$ cat config.mk
export PLATFORM = sky130hd
export DESIGN_NAME = hbs_mac
export DESIGN_NICKNAME = d
export VERILOG_FILES = /design/src/hdl/heightmap_bilinear_sampler_assert.svh /design/src/hdl/hbs_pkg.sv /design/src/hdl/hbs_mac.sv
export SDC_FILE = /design/constraint.sdc
export NUM_CORES = 1
export LEC_CHECK = 0
export BUFFER_PORTS_ARGS = -buffer_cell sky130_fd_sc_hd__buf_2
export CORE_AREA = 2 2 176 178
export CTS_BUF_LIST = sky130_fd_sc_hd__clkbuf_16
export CTS_CLUSTER_DIAMETER = 120
export DETAILED_ROUTE_END_ITERATION = 10
export DIE_AREA = 0 0 178 180
export HOLD_SLACK_MARGIN = 0.05
export PLACE_DENSITY = 0.85
export RECOVER_POWER = 50
export SYNTH_ARGS = -nofsm -noshare
export SYNTH_HDL_FRONTEND = slang
export SYNTH_SLANG_ARGS = --single-unit
$ cat constraint.sdc
create_clock -name clock -period 6.94 [get_ports clock]
set_input_delay 0.347 -clock clock [delete_from_list [all_inputs] [get_ports clock]]
set_output_delay 0.347 -clock clock [all_outputs]
set_load 0.01 [all_outputs]
$ cat src/hdl/heightmap_bilinear_sampler_assert.svh
// Assertion macros shared by the height-map sampler RTL.
// Needs nothing but the clock and reset names given as arguments.
`ifndef HEIGHTMAP_BILINEAR_SAMPLER_ASSERT_SVH
`define HEIGHTMAP_BILINEAR_SAMPLER_ASSERT_SVH

// Consequent must hold in the same cycle as the antecedent.
`define HBS_ASSERT_IMPL(label, clk, rst, ante, cons) \
   label: assert property (@(posedge clk) disable iff (rst) (ante) |-> (cons)) \
      else $error("hbs: same-cycle implication violated");

// Consequent must hold in the cycle after the antecedent.
`define HBS_ASSERT_NEXT(label, clk, rst, ante, cons) \
   label: assert property (@(posedge clk) disable iff (rst) (ante) |=> (cons)) \
      else $error("hbs: next-cycle implication violated");

`endif

$ cat src/hdl/hbs_pkg.sv
// Package of the height-map bilinear sampler: field widths, codes, defaults,
// the control struct of the shared multiply-accumulate unit and gray helper.
`timescale 1ns / 1ps

package hbs_pkg;

   // Fixed field widths.
   localparam int PIX_W     = 8;
   localparam int Q_W       = 16;
   localparam int CFG_DIM_W = 9;
   localparam int GAIN_W    = 16;
   localparam int HGT_W     = 24;
   localparam int SUM_W     = 10;

   // Configuration port.
   localparam int CSR_IDX_W  = 2;
   localparam int CSR_DATA_W = 16;
   localparam logic [CSR_IDX_W-1:0] CSR_GRID_WIDTH    = 2'd0;
   localparam logic [CSR_IDX_W-1:0] CSR_GRID_HEIGHT   = 2'd1;
   localparam logic [CSR_IDX_W-1:0] CSR_BLACK_IS_HIGH = 2'd2;
   localparam logic [CSR_IDX_W-1:0] CSR_HEIGHT_GAIN   = 2'd3;

   localparam logic [CFG_DIM_W-1:0] RST_GRID_WIDTH  = 9'd256;
   localparam logic [CFG_DIM_W-1:0] RST_GRID_HEIGHT = 9'd256;
   localparam logic [GAIN_W-1:0]    RST_HEIGHT_GAIN = 16'd256;

   // Item function codes.
   localparam logic FUNC_LOAD  = 1'b0;
   localparam logic FUNC_QUERY = 1'b1;

   localparam logic [PIX_W-1:0] GRAY_MAX = 8'd255;

   // Parameter defaults.
   localparam int DEF_MAX_WIDTH       = 256;
   localparam int DEF_MAX_HEIGHT      = 256;
   localparam int DEF_COORD_FRAC_BITS = 8;

   // Division by three as multiplication by 683/2048; exact for sums up to 765.
   localparam int DIV3_RECIP = 683;
   localparam int DIV3_SHIFT = 11;
   localparam int DIV3_PW    = SUM_W + DIV3_SHIFT;

   typedef struct packed {
      logic en;
      logic clear;
   } mac_ctrl_type;

   function automatic logic [PIX_W-1:0] gray_of_sum(input logic [SUM_W-1:0] s);
      logic [DIV3_PW-1:0] p;
      p = DIV3_PW'(s) * DIV3_PW'(DIV3_RECIP);
      return p[DIV3_SHIFT +: PIX_W];
   endfunction

endpackage

$ cat src/hdl/hbs_mac.sv
// Shared multiply-accumulate unit of the sampler, one product per cycle
// while ctrl.en is set, added to or loaded into acc. Depends on hbs_pkg.
`timescale 1ns / 1ps

module hbs_mac #(
   parameter int A_W   = 32,
   parameter int B_W   = 16,
   parameter int ACC_W = 48
) (
   input  logic                 clock,
   input  hbs_pkg::mac_ctrl_type ctrl,
   input  logic [A_W-1:0]       op_a,
   input  logic [B_W-1:0]       op_b,
   output logic [ACC_W-1:0]     acc
);
   import hbs_pkg::*;

   logic [ACC_W-1:0] acc_ff;
   logic [ACC_W-1:0] acc_in;
   logic [ACC_W-1:0] product;

   always_comb begin
      product = ACC_W'(op_a) * ACC_W'(op_b);
      acc_in  = (ctrl.clear ? '0 : acc_ff) + product;
   end

   always_ff @(posedge clock) begin
      if (ctrl.en) begin
         acc_ff <= acc_in;
      end
   end

   assign acc = acc_ff;

endmodule

; ---- Yosys cells after proc, flatten, opt, wreduce, memory -nomap -nowiden
; Index checks and enable logic that the tools add are counted.
[word_totals]
reg_bits = 48
inputBits = 51
out_inout_bits = 48
word_cells = 4
[op_classes]
n_addsub = 1
mul = 1
muxes = 1
[op_table]
columns = operator, count
row1 = 48-bit adder, 1
row2 = 32-bit by 16-bit multiplier with 48-bit output, 1
row3 = 48-bit 2-to-1 mux, 1

; ---- Depth between registers and ports, before layout
[logic_depth]
word_depth = 2
depth_mapped = 24
mapped_depth_nobuf = 22

; ---- Worst setup path after synthesis
; Ideal clock, no wire load.
[synth_timing]
kind = input port to flip-flop
start = input op_b[7]
end = register acc_ff[40], in the netlist acc[40] (data pin)
setup_time_ns = 0.266
arrival_ns = 5.669
t_required_ns = 6.674
setup_slack_ns = 1.006
stages = 23
path_buffers = 2
path_cell_list = clkbuf_1 -> nand2_1 -> fa_1 -> inv_1 -> fa_1 -> inv_1 -> fa_1 -> inv_1 -> fa_1 -> fa_1 -> inv_1 -> fa_1 -> inv_1 -> ha_1 -> buf_2 -> nand4_1 -> o21bai_1 -> a31o_1 -> a221o_1 -> o221a_2 -> o21ai_2 -> a21boi_1 -> xnor2_1
[synth_between]
elab_chain_len = 2
[synth_rtl]
columns = item, line_no
row1 = "start, declared", hbs_mac.sv:13  ; input logic [B_W-1:0] op_b,
row2 = 32-bit by 16-bit multiplier with 48-bit output, hbs_mac.sv:23  ; product = ACC_W'(op_a) * ACC_W'(op_b);
row3 = 48-bit adder, hbs_mac.sv:24  ; acc_in = (ctrl.clear ? '0 : acc_ff) + product;
row4 = via acc_in[40], hbs_mac.sv:19  ; logic [ACC_W-1:0] acc_in;
row5 = "end signal, assigned", hbs_mac.sv:29  ; acc_ff <= acc_in;
row6 = "end, declared", hbs_mac.sv:18  ; logic [ACC_W-1:0] acc_ff;
; The timed path passes the listed nets, and every way through them passes these cells.
; A chain may end at the register's enable or synchronous reset.

; ---- Worst setup path after layout
[layout_timing]
start = input op_b[1]
end = register acc_ff[46], in the netlist acc[46] (data pin)
; The elaborated chain is that of the path after synthesis.

==> reports/qor.log <==
INFO  status         status=finished with violations
INFO  status         violations_in_the_final_reports=max-capacitance violations, max-slew violations
INFO  floorplan      die_area=32040um^2
INFO  route          routedLengthMet1=18700um
INFO  sta            finalWorstPathRequiredPeriod=6582ps
INFO  clocking       cts_root_cell=sky130_fd_sc_hd__clkbuf_16
INFO  floorplan      pin_count=99
INFO  route          met3_length=5445um
INFO  final_layout   layout.cells.non_filler=2585
INFO  route          drt_wl_total=51580um
INFO  clocking       number_of_hold_buffers_added_after_cts=0
INFO  critical_path  setup.reg_to_reg.worst_slack=1770ps
INFO  sta            timing_max_transition_violations_final=49
INFO  global_route   global_route.usage.total=0.3426
INFO  place          dpl.hpwl=41430um
INFO  final_layout   nets=2817
INFO  worst_hold_path hp-class=primary input to register
INFO  flow_run       cap_viol_max_count=1
INFO  place          finalWeightedCongestion=1.001
INFO  clocking       cts_clock_pin_slew_for_the_worst_setup_and_hold_paths=80ps
INFO  critical_path  reg2reg_from=acc[3]$_DFFE_PP_
INFO  critical_path  critical_path.startpoint_type=primary input
INFO  critical_path  required=7010ps
INFO  worst_hold_path worstHoldPathCells=3
INFO  sta            final.setup_skew=12.48ps
INFO  synth          synth_enable_flop_cells=48
INFO  clocking       cts.sinks=48
INFO  critical_path  crit_path_frequent_cell=sky130_fd_sc_hd__fa_1
INFO  sta            setup-tns-final=0ps
INFO  sta            hold-worst-slack=726.0ps
INFO  route          top_signal_layer_used=met4
INFO  synth          synthXorXnorAreaFrac=0.02033
INFO  synth          sequential_cell_area_fraction_in_the_yosys_report=0.07434
INFO  worst_hold_path min-delay-start=ctrl[0]
INFO  critical_path  worstPathArrival=6650ps
INFO  synth          post_synth_and_or_nand_nor_area_fraction=0.1684
INFO  sta            maxClockFrequency=151.9MHz
INFO  final_layout   area.growth.synth_to_final=4.962%
INFO  place          port-buffer-count=98
INFO  place          dpl.cell_count=2575
INFO  final_layout   highest_count_cells_in_the_layout_ignoring_fill_and_taps=sky130_fd_sc_hd__inv_1 (571), sky130_fd_sc_hd__fa_1 (465), sky130_fd_sc_hd__nand2_1 (342)
INFO  synth          synth_compound_area_frac=0.05124
INFO  critical_path  critical_path.endpoint_type=register
INFO  clocking       tritoncts=yes
INFO  global_route   grt_start_max_net_pins=49
INFO  critical_path  crit_fanout=24
INFO  route          postRouteAntennaNets=0
INFO  synth          synth_adder_area_share=0.5543
INFO  synth          number_of_distinct_library_cells_after_synthesis=58
INFO  sta            tightest_slew=3142ps
INFO  global_route   antenna_found_initial=1
INFO  critical_path  worst_path_largest_cell_delay=550ps
INFO  synth          postSynthNetCount=2789
INFO  synth          post_synth_inst_count=2158
INFO  critical_path  criticalPathCategory=primary input to register
INFO  global_route   grt_pass1_wl=84080um
INFO  synth          synth-seq-cells=48
INFO  clocking       worstSkewPairLatency=320ps
INFO  synth          syn_area_per_cell=8.985um^2
INFO  floorplan      starting_density_of_the_core=0.6423
INFO  floorplan      die_width=178um
INFO  synth          syn_area=19390um^2
INFO  route          route.detailed.vias_per_inst=5.768
INFO  sta            finalSetupViolCount=0
INFO  sta            rsz_0062_raised_after_global_routing=false
INFO  synth          asyncSetResetFlopFracSynth=0
INFO  global_route   via_count_of_the_first_global_routing_pass=16311
INFO  route          firstDrtPassIters=9
INFO  global_route   gr-total-overflow=0
INFO  critical_path  rr_worst_depth=19
INFO  synth          synth_warnings=0
INFO  sta            report.final.hold_viol_count=0
INFO  synth          combinational_family_with_the_most_area_after_synthesis=adder cells
INFO  sta            maxSlewHeadroom=-1.095
INFO  final_layout   mostFrequentLayoutCell=sky130_fd_sc_hd__inv_1
INFO  critical_path  worstPathCellList=buf_2 -> buf_4 -> nand2_1 -> fa_1 -> fa_1 -> fa_1 -> inv_1 -> fa_1 -> fa_1 -> inv_1 -> fa_1 -> inv_1 -> ha_1 -> nand2_1 -> or3_1 -> o31ai_4 -> a21oi_2 -> a211oi_2 -> a311oi_1 -> xnor2_1
INFO  route          post_drt_wl_per_cell=19.95um
INFO  critical_path  worst_r2r_endpoint=acc[47]$_DFFE_PP_
INFO  final_layout   flip_flop_count_of_the_largest_register_all_copies_and_words_added=48
INFO  floorplan      die_h=180um
INFO  floorplan      core_region_area=30190um^2
INFO  route          wl_met2=25550um
INFO  floorplan      std_cell_rows=64
INFO  final_layout   layout-drive-gt1-share=0.05396
INFO  route          vias=14911
INFO  worst_hold_path worstHoldEndpoint=acc[0]$_DFFE_PP_
INFO  sta            post-route-period-util=0.9484
INFO  clocking       cts_setup_buffers=0
INFO  synth          share_of_synthesized_area_spent_on_multiplexers=0.0005162
INFO  route          detail_route.drc_violations=0
INFO  critical_path  crit_path_top_delay_cell=sky130_fd_sc_hd__fa_1
INFO  clocking       cts_buffer_depth=2
INFO  clocking       clock_tree.htree_level_count=2
INFO  synth          synthFlopType=sky130_fd_sc_hd__edfxtp_1
INFO  route          drtIter0Drc=1297
INFO  clocking       cts-buffers-inserted=5
INFO  clocking       cts_repair_resize_count=0
==> through the flow <==
| stage | setup slack [ps] | util | instance area, um^2 |
|---|---|---|---|
| final | 358.4 | 0.6742 | 20350 |
| after global routing | 167.2 | 0.6740 | 20350 |
| after CTS | 428.0 | 0.6751 | 20380 |
| after detailed placement | 119.4 | 0.6696 | 20210 |
| after global placement | 204.8 | 0.6696 | 20210 |
| after floorplan | 1006 | - | 19390 |
==> cells by family after synthesis <==
logic type / count (synthesis)
buf+inv: 674
simple gates: 667
fa+ha+maj: 580
compound gates: 143
flops: 48
xor+xnor: 45
mux: 1
==> worst max-delay path by stage <==
stage                       start  slack, ps           endpoint  depth (start not counted)
after detailed placement  op_b[1]        120  acc[46]$_DFFE_PP_                         20
final                     op_b[1]        360  acc[46]$_DFFE_PP_                         20
after CTS                 op_b[1]        430  acc[46]$_DFFE_PP_                         20
after floorplan           op_b[7]       1010  acc[40]$_DFFE_PP_                         23
after global routing      op_b[1]        170  acc[46]$_DFFE_PP_                         20
after global placement    op_b[1]        200  acc[46]$_DFFE_PP_                         20
==> synthesized netlist by cell type (8+ instances only) <==
cell type	count	area (um^2)
sky130_fd_sc_hd__xnor2_1	35	306.5
sky130_fd_sc_hd__o21ai_0	14	70.07
sky130_fd_sc_hd__o21bai_1	8	60.06
sky130_fd_sc_hd__edfxtp_1	48	1441
sky130_fd_sc_hd__a21oi_1	44	220.2
sky130_fd_sc_hd__a21o_1	20	150.1
sky130_fd_sc_hd__nand4_1	15	93.84
sky130_fd_sc_hd__ha_1	115	1439
sky130_fd_sc_hd__nor2_1	25	93.84
sky130_fd_sc_hd__and2_1	209	1308
sky130_fd_sc_hd__clkbuf_1	96	360.4
sky130_fd_sc_hd__xor2_1	10	87.58
sky130_fd_sc_hd__fa_1	465	9309
sky130_fd_sc_hd__nor2b_1	15	93.84
sky130_fd_sc_hd__inv_1	571	2143
sky130_fd_sc_hd__nand2b_1	37	231.5
sky130_fd_sc_hd__nand2_1	342	1284
==> routing by layer <==
| metal | vias to the layer above | GRT usage |
|---|---|---|
| met2 | 906 | 0.5684 |
| met1 | 7537 | 0.4413 |
| met3 | 167 | 0.07762 |
| li1 | 6301 | - |
| met4 | 0 | 0.1262 |
| met5 | - | 0 |
==> layout make-up <==
class                   count  area, um^2
repair buffers            124       689.4
diodes                      2       5.005
flip-flops and latches     48        1441
well taps                 396       495.5
inverters                 571        2143
multi-input cells        1436       15410
clock inverters             3       42.54
fillers                  2349        9837
clock buffers               5       125.1
==> critical path: cells and delay by family <==
family,cells,cell delay (ps)
and+or+nand+nor,3,610
buffers and inverters,5,970
adders and majority gates,7,3520
xor gates and xnor gates,1,150
AOI/OAI and AO/OA,4,1010
Power is left out: the tool's default activity adds up to more than one toggle a clock period on the data nets, which glitch-free logic cannot reach.
